<file path="src/rtl/rlp3_pkg.sv">
// shared types, constants and saturation helpers for the three-pole resonant lowpass
// no dependencies
package rlp3_pkg;

   localparam int SAMPLE_BITS = 16;
   localparam int STATE_BITS  = 24;
   localparam int CUTOFF_BITS = 16;
   localparam int GAIN_BITS   = 20;
   localparam int PROD_SHIFT  = 16;
   localparam int STATE_FRAC  = STATE_BITS - 4;
   localparam int SAMPLE_FRAC = SAMPLE_BITS - 1;
   localparam int ALIGN_SHIFT = STATE_FRAC - SAMPLE_FRAC;
   // full multiplier width before the product shift
   localparam int MUL_FULL_BITS = STATE_BITS + GAIN_BITS;
   // truncated product magnitude plus sign
   localparam int PROD_BITS   = STATE_BITS + GAIN_BITS - PROD_SHIFT + 1;
   // room for a three-term sum of state and product values
   localparam int SUM_BITS    = PROD_BITS + 2;
   localparam int CSR_DATA_BITS = 32;
   localparam int CSR_ADDR_BITS = 3;

   localparam logic [CUTOFF_BITS-1:0] CUTOFF_RESET = CUTOFF_BITS'(65470);
   localparam logic [GAIN_BITS-1:0]   GAIN_RESET   = '0;

   localparam logic signed [STATE_BITS-1:0] STATE_MAX = {1'b0, {(STATE_BITS-1){1'b1}}};
   localparam logic signed [STATE_BITS-1:0] STATE_MIN = {1'b1, {(STATE_BITS-1){1'b0}}};
   localparam logic signed [SAMPLE_BITS-1:0] SAMPLE_MAX = {1'b0, {(SAMPLE_BITS-1){1'b1}}};
   localparam logic signed [SAMPLE_BITS-1:0] SAMPLE_MIN = {1'b1, {(SAMPLE_BITS-1){1'b0}}};

   // register index, taken from paddr bit 2
   localparam logic REG_CUTOFF = 1'b0;
   localparam logic REG_GAIN   = 1'b1;

   localparam logic CMD_FILTER = 1'b0;
   localparam logic CMD_CLEAR  = 1'b1;

   typedef struct packed {
      logic [CUTOFF_BITS-1:0] cutoff;
      logic [GAIN_BITS-1:0]   gain;
   } cfg_type;

   typedef enum logic [8:0] {
      ST_IDLE = 9'b000000001,
      ST_FB   = 9'b000000010,
      ST_BRK  = 9'b000000100,
      ST_UP1  = 9'b000001000,
      ST_D2   = 9'b000010000,
      ST_UP2  = 9'b000100000,
      ST_D3   = 9'b001000000,
      ST_UP3  = 9'b010000000,
      ST_OUT  = 9'b100000000
   } state_type;

   function automatic logic signed [STATE_BITS-1:0] sat_state(
      input logic signed [SUM_BITS-1:0] v);
      logic signed [SUM_BITS-1:0] hi;
      logic signed [SUM_BITS-1:0] lo;
      logic signed [STATE_BITS-1:0] r;
      hi = SUM_BITS'(STATE_MAX);
      lo = SUM_BITS'(STATE_MIN);
      if (v > hi) r = STATE_MAX;
      else if (v < lo) r = STATE_MIN;
      else r = v[STATE_BITS-1:0];
      return r;
   endfunction

   function automatic logic signed [SAMPLE_BITS-1:0] sat_sample(
      input logic signed [STATE_BITS-1:0] v);
      logic signed [STATE_BITS-1:0] hi;
      logic signed [STATE_BITS-1:0] lo;
      logic signed [SAMPLE_BITS-1:0] r;
      hi = STATE_BITS'(SAMPLE_MAX);
      lo = STATE_BITS'(SAMPLE_MIN);
      if (v > hi) r = SAMPLE_MAX;
      else if (v < lo) r = SAMPLE_MIN;
      else r = v[SAMPLE_BITS-1:0];
      return r;
   endfunction

endpackage

</file>
<file path="src/rtl/rlp3_csr.sv">
// configuration registers for the three-pole resonant lowpass, apb-style write and read
// depends on rlp3_pkg
module rlp3_csr (
   input  logic                                clock,
   input  logic                                reset,
   input  logic                                csr_psel,
   input  logic                                csr_penable,
   input  logic                                csr_pwrite,
   input  logic [rlp3_pkg::CSR_ADDR_BITS-1:0]  csr_paddr,
   input  logic [rlp3_pkg::CSR_DATA_BITS-1:0]  csr_pwdata,
   output logic [rlp3_pkg::CSR_DATA_BITS-1:0]  csr_prdata,
   output logic                                csr_pready,
   output rlp3_pkg::cfg_type                   cfg
);
   import rlp3_pkg::*;

   logic [CUTOFF_BITS-1:0] cutoff_ff;
   logic [CUTOFF_BITS-1:0] cutoff_in;
   logic [GAIN_BITS-1:0]   gain_ff;
   logic [GAIN_BITS-1:0]   gain_in;
   logic                   wr_en;
   logic                   reg_sel;

   assign csr_pready = 1'b1;
   assign wr_en      = csr_psel & csr_penable & csr_pwrite;
   assign reg_sel    = csr_paddr[2];

   always_comb begin
      cutoff_in = cutoff_ff;
      gain_in   = gain_ff;
      if (wr_en) begin
         case (reg_sel)
            REG_CUTOFF: cutoff_in = csr_pwdata[CUTOFF_BITS-1:0];
            REG_GAIN:   gain_in   = csr_pwdata[GAIN_BITS-1:0];
            default: begin
               cutoff_in = cutoff_ff;
            end
         endcase
      end
   end

   always_comb begin
      case (reg_sel)
         REG_CUTOFF: csr_prdata = CSR_DATA_BITS'(cutoff_ff);
         REG_GAIN:   csr_prdata = CSR_DATA_BITS'(gain_ff);
         default:    csr_prdata = '0;
      endcase
   end

   always_ff @(posedge clock) begin
      if (reset) begin
         cutoff_ff <= CUTOFF_RESET;
         gain_ff   <= GAIN_RESET;
      end else begin
         cutoff_ff <= cutoff_in;
         gain_ff   <= gain_in;
      end
   end

   assign cfg.cutoff = cutoff_ff;
   assign cfg.gain   = gain_ff;

endmodule

</file>
<file path="src/rtl/rlp3_mul.sv">
// shared coefficient multiplier: (a * b) >> 16 truncated toward zero, registered product
// depends on rlp3_pkg
module rlp3_mul (
   input  logic                                      clock,
   input  logic signed [rlp3_pkg::STATE_BITS-1:0]    operand,
   input  logic        [rlp3_pkg::GAIN_BITS-1:0]     coeff,
   output logic signed [rlp3_pkg::PROD_BITS-1:0]     product
);
   import rlp3_pkg::*;

   logic                          neg;
   logic [STATE_BITS-1:0]         mag;
   logic [MUL_FULL_BITS-1:0]      full;
   logic [PROD_BITS-2:0]          quot;
   logic signed [PROD_BITS-1:0]   prod_in;
   logic signed [PROD_BITS-1:0]   prod_ff;

   // sign-magnitude so the shift truncates toward zero
   assign neg  = operand[STATE_BITS-1];
   assign mag  = neg ? (~operand + 1'b1) : operand;
   assign full = MUL_FULL_BITS'(mag) * MUL_FULL_BITS'(coeff);
   assign quot = full[MUL_FULL_BITS-1:PROD_SHIFT];

   always_comb begin
      if (neg) prod_in = -$signed({1'b0, quot});
      else     prod_in = $signed({1'b0, quot});
   end

   always_ff @(posedge clock) begin
      prod_ff <= prod_in;
   end

   assign product = prod_ff;

endmodule

</file>
<file path="src/rtl/resonant_lowpass_three_pole_core.sv">
// top level of the three-pole resonant lowpass: sequencer, stage registers, result register
// depends on rlp3_pkg, rlp3_csr and rlp3_mul
//
// A filter item runs four dependent coefficient multiplies (feedback, stage one,
// stage two, stage three) through one 24x20 multiplier with a registered product; the
// feedback product feeds a saturating bracket and each stage product a saturating stage
// update, then the output state converts stage three to the sample format and offers the
// result. A clear item zeroes the stages and goes straight to the output state, which
// offers 0. req_stall is high from acceptance until the result has been loaded into the
// output register; the next item is taken while that result still waits on rsp_stall.
// Cutoff and feedback gain registers sit at byte addresses 0 and 4 and should only be
// written while the block is idle.
module resonant_lowpass_three_pole_core (
   input  logic                                      clock,
   input  logic                                      reset,
   input  logic                                      req_valid,
   output logic                                      req_stall,
   input  logic                                      req_cmd,
   input  logic signed [rlp3_pkg::SAMPLE_BITS-1:0]   req_sample_in,
   output logic                                      rsp_valid,
   input  logic                                      rsp_stall,
   output logic signed [rlp3_pkg::SAMPLE_BITS-1:0]   rsp_sample_out,
   input  logic                                      csr_psel,
   input  logic                                      csr_penable,
   input  logic                                      csr_pwrite,
   input  logic [rlp3_pkg::CSR_ADDR_BITS-1:0]        csr_paddr,
   input  logic [rlp3_pkg::CSR_DATA_BITS-1:0]        csr_pwdata,
   output logic [rlp3_pkg::CSR_DATA_BITS-1:0]        csr_prdata,
   output logic                                      csr_pready
);
   import rlp3_pkg::*;

   cfg_type                       cfg;
   state_type                     state_ff;
   state_type                     state_in;
   logic signed [STATE_BITS-1:0]  s1_ff, s1_in;
   logic signed [STATE_BITS-1:0]  s2_ff, s2_in;
   logic signed [STATE_BITS-1:0]  s3_ff, s3_in;
   logic signed [STATE_BITS-1:0]  x_ff, x_in;
   logic                          rsp_valid_ff, rsp_valid_in;
   logic signed [SAMPLE_BITS-1:0] rsp_data_ff, rsp_data_in;

   logic                          accept;
   logic                          out_free;
   logic signed [STATE_BITS-1:0]  x_aligned;
   logic signed [STATE_BITS-1:0]  diff12;
   logic signed [STATE_BITS-1:0]  diff23;
   logic signed [STATE_BITS-1:0]  bracket;
   logic signed [STATE_BITS-1:0]  upd_base;
   logic signed [STATE_BITS-1:0]  upd;
   logic signed [STATE_BITS-1:0]  mul_operand;
   logic [GAIN_BITS-1:0]          mul_coeff;
   logic signed [PROD_BITS-1:0]   product;
   logic signed [STATE_BITS-1:0]  s3_scaled;

   rlp3_csr u_csr (
      .clock       (clock),
      .reset       (reset),
      .csr_psel    (csr_psel),
      .csr_penable (csr_penable),
      .csr_pwrite  (csr_pwrite),
      .csr_paddr   (csr_paddr),
      .csr_pwdata  (csr_pwdata),
      .csr_prdata  (csr_prdata),
      .csr_pready  (csr_pready),
      .cfg         (cfg)
   );

   rlp3_mul u_mul (
      .clock   (clock),
      .operand (mul_operand),
      .coeff   (mul_coeff),
      .product (product)
   );

   assign req_stall = (state_ff != ST_IDLE);
   assign accept    = req_valid & ~req_stall;
   assign out_free  = ~rsp_valid_ff | ~rsp_stall;

   assign x_aligned = STATE_BITS'(req_sample_in) <<< ALIGN_SHIFT;

   assign diff12  = sat_state(SUM_BITS'(s1_ff) - SUM_BITS'(s2_ff));
   assign diff23  = sat_state(SUM_BITS'(s2_ff) - SUM_BITS'(s3_ff));
   // product holds the feedback term while in the bracket step
   assign bracket = sat_state(SUM_BITS'(x_ff) - SUM_BITS'(s1_ff) + SUM_BITS'(product));

   always_comb begin
      case (state_ff)
         ST_UP1:  upd_base = s1_ff;
         ST_UP2:  upd_base = s2_ff;
         ST_UP3:  upd_base = s3_ff;
         default: upd_base = s1_ff;
      endcase
   end

   assign upd = sat_state(SUM_BITS'(upd_base) + SUM_BITS'(product));

   always_comb begin
      case (state_ff)
         ST_FB: begin
            mul_operand = diff12;
            mul_coeff   = cfg.gain;
         end
         ST_BRK: begin
            mul_operand = bracket;
            mul_coeff   = GAIN_BITS'(cfg.cutoff);
         end
         ST_D3: begin
            mul_operand = diff23;
            mul_coeff   = GAIN_BITS'(cfg.cutoff);
         end
         default: begin
            mul_operand = diff12;
            mul_coeff   = GAIN_BITS'(cfg.cutoff);
         end
      endcase
   end

   assign s3_scaled = s3_ff >>> ALIGN_SHIFT;

   always_comb begin
      state_in     = state_ff;
      s1_in        = s1_ff;
      s2_in        = s2_ff;
      s3_in        = s3_ff;
      x_in         = x_ff;
      rsp_valid_in = rsp_valid_ff & rsp_stall;
      rsp_data_in  = rsp_data_ff;
      case (state_ff)
         ST_IDLE: begin
            if (accept) begin
               x_in = x_aligned;
               if (req_cmd == CMD_CLEAR) begin
                  s1_in    = '0;
                  s2_in    = '0;
                  s3_in    = '0;
                  state_in = ST_OUT;
               end else begin
                  state_in = ST_FB;
               end
            end
         end
         ST_FB:  state_in = ST_BRK;
         ST_BRK: state_in = ST_UP1;
         ST_UP1: begin
            s1_in    = upd;
            state_in = ST_D2;
         end
         ST_D2:  state_in = ST_UP2;
         ST_UP2: begin
            s2_in    = upd;
            state_in = ST_D3;
         end
         ST_D3:  state_in = ST_UP3;
         ST_UP3: begin
            s3_in    = upd;
            state_in = ST_OUT;
         end
         ST_OUT: begin
            if (out_free) begin
               rsp_valid_in = 1'b1;
               rsp_data_in  = sat_sample(s3_scaled);
               state_in     = ST_IDLE;
            end
         end
         default: state_in = ST_IDLE;
      endcase
   end

   always_ff @(posedge clock) begin
      if (reset) begin
         state_ff     <= ST_IDLE;
         rsp_valid_ff <= 1'b0;
         s1_ff        <= '0;
         s2_ff        <= '0;
         s3_ff        <= '0;
      end else begin
         state_ff     <= state_in;
         rsp_valid_ff <= rsp_valid_in;
         s1_ff        <= s1_in;
         s2_ff        <= s2_in;
         s3_ff        <= s3_in;
      end
   end

   always_ff @(posedge clock) begin
      x_ff        <= x_in;
      rsp_data_ff <= rsp_data_in;
   end

   assign rsp_valid      = rsp_valid_ff;
   assign rsp_sample_out = rsp_data_ff;

   a_onehot_state: assert property (@(posedge clock) disable iff (reset)
      $onehot(state_ff))
      else $error("sequencer state not one-hot");

   a_accept_busy: assert property (@(posedge clock) disable iff (reset)
      accept |=> (state_ff != ST_IDLE))
      else $error("accepted item did not start work");

   a_clear_zero: assert property (@(posedge clock) disable iff (reset)
      (accept && req_cmd == CMD_CLEAR) |=> (s1_ff == '0 && s2_ff == '0 && s3_ff == '0))
      else $error("clear did not zero the stages");

   a_result_load: assert property (@(posedge clock) disable iff (reset)
      (state_ff == ST_OUT && out_free) |=> (rsp_valid_ff && state_ff == ST_IDLE))
      else $error("finished item not offered");

endmodule
</file>
<file path="config.mk">
export PLATFORM = sky130hd
export DESIGN_NAME = resonant_lowpass_three_pole_core
export DESIGN_NICKNAME = d
export VERILOG_FILES = /design/src/rtl/rlp3_pkg.sv /design/src/rtl/rlp3_csr.sv /design/src/rtl/rlp3_mul.sv /design/src/rtl/resonant_lowpass_three_pole_core.sv
export SDC_FILE = /design/constraint.sdc
export NUM_CORES = 2
export LEC_CHECK = 0
export BUFFER_PORTS_ARGS = -buffer_cell sky130_fd_sc_hd__buf_2
export CORE_UTILIZATION = 44
export CTS_BUF_LIST = sky130_fd_sc_hd__clkbuf_4 sky130_fd_sc_hd__clkbuf_8
export CTS_CLUSTER_DIAMETER = 150
export DETAILED_ROUTE_END_ITERATION = 6
export PLACE_DENSITY = 0.58
export SLEW_MARGIN = 20
export SYNTH_ARGS = -nofsm -noshare
export SYNTH_HDL_FRONTEND = slang
export SYNTH_SLANG_ARGS = --single-unit
export TNS_END_PERCENT = 10
</file>
<file path="constraint.sdc">
create_clock -name clock -period 26.3 [get_ports clock]
set_input_delay 2.63 -clock clock [delete_from_list [all_inputs] [get_ports clock]]
set_output_delay 2.63 -clock clock [all_outputs]
set_load 0.05 [all_outputs]
</file>
======== After elaboration in Yosys (flattened, before gate mapping) ========
Cells that the tools add are included.
word-level totals
  register bits after elaboration ......... 179
  output and inout port bits .............. 51
operators by class
  add/subtract/negate cells ............... 7
  multipliers ............................. 1
  order comparisons ....................... 10
  equality and inequality tests ........... 13
  muxes and demuxes ....................... 26
  bitwise logic cells ..................... 10
  reduce and logical (&&, ||, !) cells .... 11
operators with widths
  cell                                                           count
  2-to-1 mux 24 bit                                              11
  one-hot mux 24 bit (2 select lines)                            5
  one-hot mux 9 bit (9 select lines)                             1
  one-hot mux 32 bit (2 select lines)                            1
  > comparator 30 x 24 -> 1 bit (second input constant)          2
  less-than comparator 30 x 24 -> 1 bit (second input constant)  2
  > comparator 25 x 24 -> 1 bit (second input constant)          2
  less-than comparator 25 x 24 -> 1 bit (second input constant)  2
  subtractor 24 x 24 -> 25 bit                                   2
  multiplier 24 x 20 -> 44 bit                                   1
  adder 24 x 29 -> 30 bit                                        1
  adder 25 x 29 -> 30 bit                                        1
  negator 28 -> 29 bit                                           1
  2-to-1 mux 28 bit                                              1
  2-to-1 mux 9 bit                                               3
  subtractor 21 x 24 -> 25 bit                                   1
  adder 24 x 1 -> 24 bit (second input constant)                 1
  inverter 24 bit                                                1
  2-to-1 mux 20 bit                                              1
  > comparator 19 x 16 -> 1 bit (second input constant)          1
  less-than comparator 19 x 16 -> 1 bit (second input constant)  1
  2-to-1 mux 16 bit                                              1
  AND reduction 2 bit                                            5
  == test 9 x 1 -> 1 bit (second input constant)                 1
  16 further kinds                                               29

======== Depth between registers and ports, before layout ========
  depth after elaboration ................. 12
  gate-level depth with buffers ........... 58

======== Modules after synthesis ========
Synthesis repeated with hierarchy kept, for this count alone.
unflattened totals
  cell total of the unflattened synthesis .. 3849
  area, all modules ....................... 31566.5 um^2
by module, submodules not included
  module                            instances  cells an instance  area an instance (um^2)  sequential area each (um^2)
  rlp3_mul                          1          2089               17800.8                  580.6
  resonant_lowpass_three_pole_core  1          1566               11900.2                  2602.5
  rlp3_csr                          1          194                1865.5                   720.7

======== Worst setup path after synthesis ========
Ideal clock, no wire load.
  kind .................................... reg-to-reg
  start point ............................. register s1_ff[6]
  end point ............................... register u_mul.prod_ff[25], in the netlist u_mul.product[25]
  setup time .............................. 0.072 ns
  arrival ................................. 12.645 ns
  data required time ...................... 26.228 ns
  setup slack ............................. 13.583 ns
  stages on the path, launching flop included .. 49
  path buffers ............................ 4
  path through ............................ dfxtp_1 -> fa_1 -> inv_1 -> ha_1 -> a21o_1 -> or3_1 -> o21a_1 -> or3_1 -> a311oi_1 -> nor3_1 -> and2_1 -> a41oi_1 -> a21oi_1 -> o21ai_0 -> clkbuf_1 -> clkbuf_1 -> ha_1 -> nand2_1 -> [... 13 more ...] -> fa_1 -> inv_1 -> fa_1 -> inv_1 -> ha_1 -> a21o_1 -> a21o_1 -> a21o_1 -> a311o_1 -> or2_2 -> a2111oi_2 -> a311oi_1 -> nor2_1 -> or4b_4 -> or3_1 -> buf_2 -> o41ai_2 -> xnor2_1
between the ends
  word-level cells in the longest chain between the ends .. 12
  elaborated cells between the ends (all ways) .. 18
ends and longest elaborated chain
  item                                   line                                     text
  start: declaration                     resonant_lowpass_three_pole_core.sv:36   logic signed [STATE_BITS-1:0] s1_ff, s1_in;
  start signal: assignment               resonant_lowpass_three_pole_core.sv:180  s1_ff <= s1_in;
  subtractor 21 x 24 -> 25 bit           resonant_lowpass_three_pole_core.sv:85   assign bracket = sat_state(SUM_BITS'(x_ff) - SUM_BITS'(s1_ff) + SUM_BITS'(product));
  adder 25 x 29 -> 30 bit                resonant_lowpass_three_pole_core.sv:85
  less-than comparator 30 x 24 -> 1 bit  rlp3_pkg.sv:62                           else if (v < lo) r = STATE_MIN;
  2-to-1 mux 24 bit                      rlp3_pkg.sv:62
  2-to-1 mux 24 bit                      rlp3_pkg.sv:61                           if (v > hi) r = STATE_MAX;
  one-hot mux 24 bit (2 select lines) *  resonant_lowpass_three_pole_core.sv:99   case (state_ff)
  inverter 24 bit                        rlp3_mul.sv:20                           assign mag = neg ? (~operand + 1'b1) : operand;
  adder 24 x 1 -> 24 bit                 rlp3_mul.sv:20
  2-to-1 mux 24 bit                      rlp3_mul.sv:20
  multiplier 24 x 20 -> 44 bit           rlp3_mul.sv:21                           assign full = MUL_FULL_BITS'(mag) * MUL_FULL_BITS'(coeff);
  negator 28 -> 29 bit                   rlp3_mul.sv:25                           if (neg) prod_in = -$signed({1'b0, quot});
  2-to-1 mux 28 bit *                    rlp3_mul.sv:25
  named net u_mul.prod_in[25]            rlp3_mul.sv:15                           logic signed [PROD_BITS-1:0] prod_in;
  end signal: assignment                 rlp3_mul.sv:30                           prod_ff <= prod_in;
  end: declaration                       rlp3_mul.sv:16                           logic signed [PROD_BITS-1:0] prod_ff;
The timed path passes the listed nets; every way through them passes the cells marked *.
A chain may end at the register's enable or synchronous reset.

======== Final worst setup path ========
  start point ............................. register x_ff[20]
  end point ............................... register u_mul.prod_ff[17], in the netlist u_mul.product[17]
between the ends
  word-level cells in the longest chain between the ends .. 12
  elaborated cells between the ends (all ways) .. 13
ends and longest elaborated chain
  item                                   line                                     text
  start: declaration                     resonant_lowpass_three_pole_core.sv:39   logic signed [STATE_BITS-1:0] x_ff, x_in;
  start signal: assignment               resonant_lowpass_three_pole_core.sv:187  x_ff <= x_in;
  subtractor 21 x 24 -> 25 bit *         resonant_lowpass_three_pole_core.sv:85
  adder 25 x 29 -> 30 bit *              resonant_lowpass_three_pole_core.sv:85
  less-than comparator 30 x 24 -> 1 bit  rlp3_pkg.sv:62
  2-to-1 mux 24 bit                      rlp3_pkg.sv:62
  2-to-1 mux 24 bit *                    rlp3_pkg.sv:61
  one-hot mux 24 bit (2 select lines) *  resonant_lowpass_three_pole_core.sv:99
  inverter 24 bit                        rlp3_mul.sv:20
  adder 24 x 1 -> 24 bit                 rlp3_mul.sv:20
  2-to-1 mux 24 bit                      rlp3_mul.sv:20
  multiplier 24 x 20 -> 44 bit           rlp3_mul.sv:21
  negator 28 -> 29 bit                   rlp3_mul.sv:25
  2-to-1 mux 28 bit *                    rlp3_mul.sv:25
  named net u_mul.prod_in[17]            rlp3_mul.sv:15
Marks and branches as above.

==> results.md <==
* CP required at 26.71 ns
* Worst-Margin Slew at 1.18 ns
* Dpl ws at 11.38 ns
* Drc violations at 0
* FF-to-FF setup slack at 11.14 ns
* Clock sinks at 179
* Longest Clk Path Bufs at 2
* Ys Warns at 0
* Die height at 268 µm
* CP max FO at 11
* Synth top area share at 26.9%
* Grt ovf at 0
* Fin crit period at 15.16 ns
* Arr. time, crit path at 15.57 ns
* Critical path's slowest cell: xnor2_2
* Vias in the first global route at 25800
* First-pass DRT Iterations at 7
* Chip width at 268 µm
* Layout cell share with drive strength beyond 1 at 7.03%
* Clock slew at reported path FFs at 0.12 ns
* RSZ-0062 raised after global routing: false
* Post-synth EDFFs at 32
* Max Cap Viol at 0
* Power share of the combinational group at 26.0%
* CP bufs+invs at 8
* First-pass GRT wire length at 156000 µm
* CP Capture Type: flip-flop
* Mapped cell area at 31100 µm²
* Via density at 5.60
* Seq pwr share at 42.3%
* Sequential-to-total area share from yosys stat at 12.5%
* DRT iter0 DRCs at 2196
* Initial antenna violation count at 4
* Die area at 71800 µm²
* Gr usage total at 28.9%
* Routed WL per cell at 21.2 µm
* P_sw at 0.266 mW
* Core Box Area at 70000 µm²
* Pwr/cell area at 20.5 nW/µm²
* CTS Root Cell: clkbuf_8
* Io pins at 110
* Post-CTS sizing at 0
* CTS tree: done
* Synth top area cells: fa_1 (27%), ha_1 (11%), dfxtp_1 (9.4%), inv_1 (7.8%), nand2_1 (6.2%)
* Setup CP Type: flip-flop to flip-flop
* Most frequent cell after synthesis: inv_1
* Status: finished, final reports clean
* Post-DP HPWL at 81500 µm
* Int Power at 0.415 mW
* Post-synthesis cell count at 3844
* Biggest area consumer among synthesized cells: fa_1
* Number of routed nets with antenna violations at 0
* Max H-tree Level at 4
* Crit-path leading delay family: adder cells
* Final setup vio count at 0
* Clock power frac at 31.8%
* Fin nets at 4583
* Hold Fails Final Rpt at 0
* Leakage at 16.4 nW
* Count of input and output buffers at 82
* Fmax at 66.0 MHz
* Post-Route Setup TNS at 0 ns
* Switching Fraction at 39.1%
* CTS Hold Buffers Added at 0
* Commonest cells in the netlist: inv_1 (644), nand2_1 (518), fa_1 (419)
* Worst stage delay on the critical path at 0.83 ns
* Gpl congestion at 0.986
* Peak VDD IR at 21.1 µV
* Setup bufs post-CTS at 0
* Clock Skew at 0.0269 ns
* Clk_lat worst skew at 0.58 ns
* Via Count at 26800
* Pin count of the biggest net entering global routing at 55
* #FFs+latches synth at 179
* Synthesized area per cell at 8.10 µm²
* CP Launch Type: flip-flop
* Fin worst setup slack at 11.14 ns
* Synthesis-to-finish area growth at 6.78%
* Row count at 97
* Worst slew margin at 21.2%
* Pins Over Slew Limit at 0
* Drt total wl at 102000 µm
* Starting Density at 44.5%
* Share of flip-flops with an asynchronous set or reset at 0%
* Worst Hold Class: flip-flop to flip-flop
* Fillcell total at 7144
* Synth Flop Type: dfxtp_1
* CTS Buf Count at 17
* Distinct cells, synth at 89
* Final period utilization at 57.6%
## routing by layer
metal	up-vias	wire [µm]	track usage, %
met5	-	0	0
met4	0	2960	8.79
met3	145	7280	4.40
met2	883	44600	44.3
met1	13300	46800	41.8
li1	12500	-	-
## sequential cells by signal, indices dropped and copies added (netlist names)
register	count
s2_ff	24
u_mul.product	29
u_csr.cutoff_ff	16
u_csr.gain_ff	20
rsp_sample_out	16
s3_ff	24
state_ff	9
rsp_valid	1
x_ff	16
s1_ff	24
## kinds of logic (layout without fill, tap and decap cells)
kind of cell | Yosys count | in the layout | synth area share (%)
muxes | 35 | 35 | 1.19
buffers and inverters | 820 | 819 | 10.1
AOI/OAI and AO/OA | 722 | 722 | 16.0
and+or+nand+nor | 1241 | 1241 | 18.1
other | 2 | 14 | 0.0241
DFF | 179 | 179 | 12.5
xor gates and xnor gates | 162 | 162 | 4.56
adders and majority gates | 683 | 683 | 37.5
## worst register-to-register path: cells and delay by family, from the launching register on
kind                     cells  cell delay [ns]
AO/OA/AOI/OAI               17             4.34
adder cells (fa/ha/maj)     10             4.82
XOR/XNOR                     2             1.38
AND/OR/NAND/NOR             10             3.11
flip-flops                   1             0.51
buffers and inverters        8             0.80
## cell type report
type / count / area [µm²] / area share [%]
clock inverters: 15 / 204 / 0.613
flip-flops and latches: 179 / 3900 / 11.7
well taps: 940 / 1180 / 3.54
clock buffers: 17 / 234 / 0.704
diodes: 1 / 2.50 / 0.00753
inverters: 644 / 2420 / 7.27
multi-input cells: 2856 / 24400 / 73.5
repair buffers: 143 / 868 / 2.61
## layout by cell type, fill, tap and decap left out, types with 32 or more instances in the layout
cell type,synthesis,layout
nor3_1,54,51
dfxtp_1,147,147
o211ai_1,67,67
o21a_1,32,32
nand4_1,35,35
a22oi_1,34,34
xor2_1,57,54
o21ai_0,85,84
inv_1,644,644
a21oi_1,178,177
xnor2_1,105,94
edfxtp_1,32,32
nor2b_1,53,53
a21o_1,85,85
buf_4,14,61
buf_2,4,82
nand2_1,518,516
fa_1,419,419
ha_1,264,264
nand2b_1,56,56
nand3_1,45,45
nor2_1,329,327
and2_1,49,49
## path summary, 6_finish.rpt
kind | endpoint | cells past startpoint | start
min reg2reg | u_csr.gain_ff[11]$_SDFFE_PP0P_ | 2 | u_csr.gain_ff[11]$_SDFFE_PP0P_
min | u_csr.gain_ff[11]$_SDFFE_PP0P_ | 2 | u_csr.gain_ff[11]$_SDFFE_PP0P_
max reg2reg | u_mul.product[17]$_DFF_P_ | 47 | x_ff[20]$_DFFE_PP_
max | u_mul.product[17]$_DFF_P_ | 47 | x_ff[20]$_DFFE_PP_
## power groups by stage
stage	Sequential [mW]	Combinational [mW]	Clock, mW
final	0.288	0.177	0.216
after global routing	0.288	0.193	0.229
after CTS	0.288	0.175	0.222
after detailed placement	0.294	0.173	0
after global placement	0.294	0.173	0
after floorplan	0.293	0.124	0
## metrics by stage
stage / instance area, µm² / cells / total power [mW] / utilization, % / hold WS [ns]
6_report: 33300 / 4795 / 0.680 / 47.5 / 0.478
3_5_place_dp: 32800 / 4762 / 0.467 / 46.8 / 0.460
2_1_floorplan: 31200 / 3855 / 0.417 / - / 0.446
5_1_grt: 33300 / 4795 / 0.710 / 47.5 / 0.512
4_1_cts: 33200 / 4794 / 0.685 / 47.4 / 0.479
3_3_place_gp: 32800 / 4762 / 0.467 / 46.8 / 0.460
(Power assumes the default switching activity.)
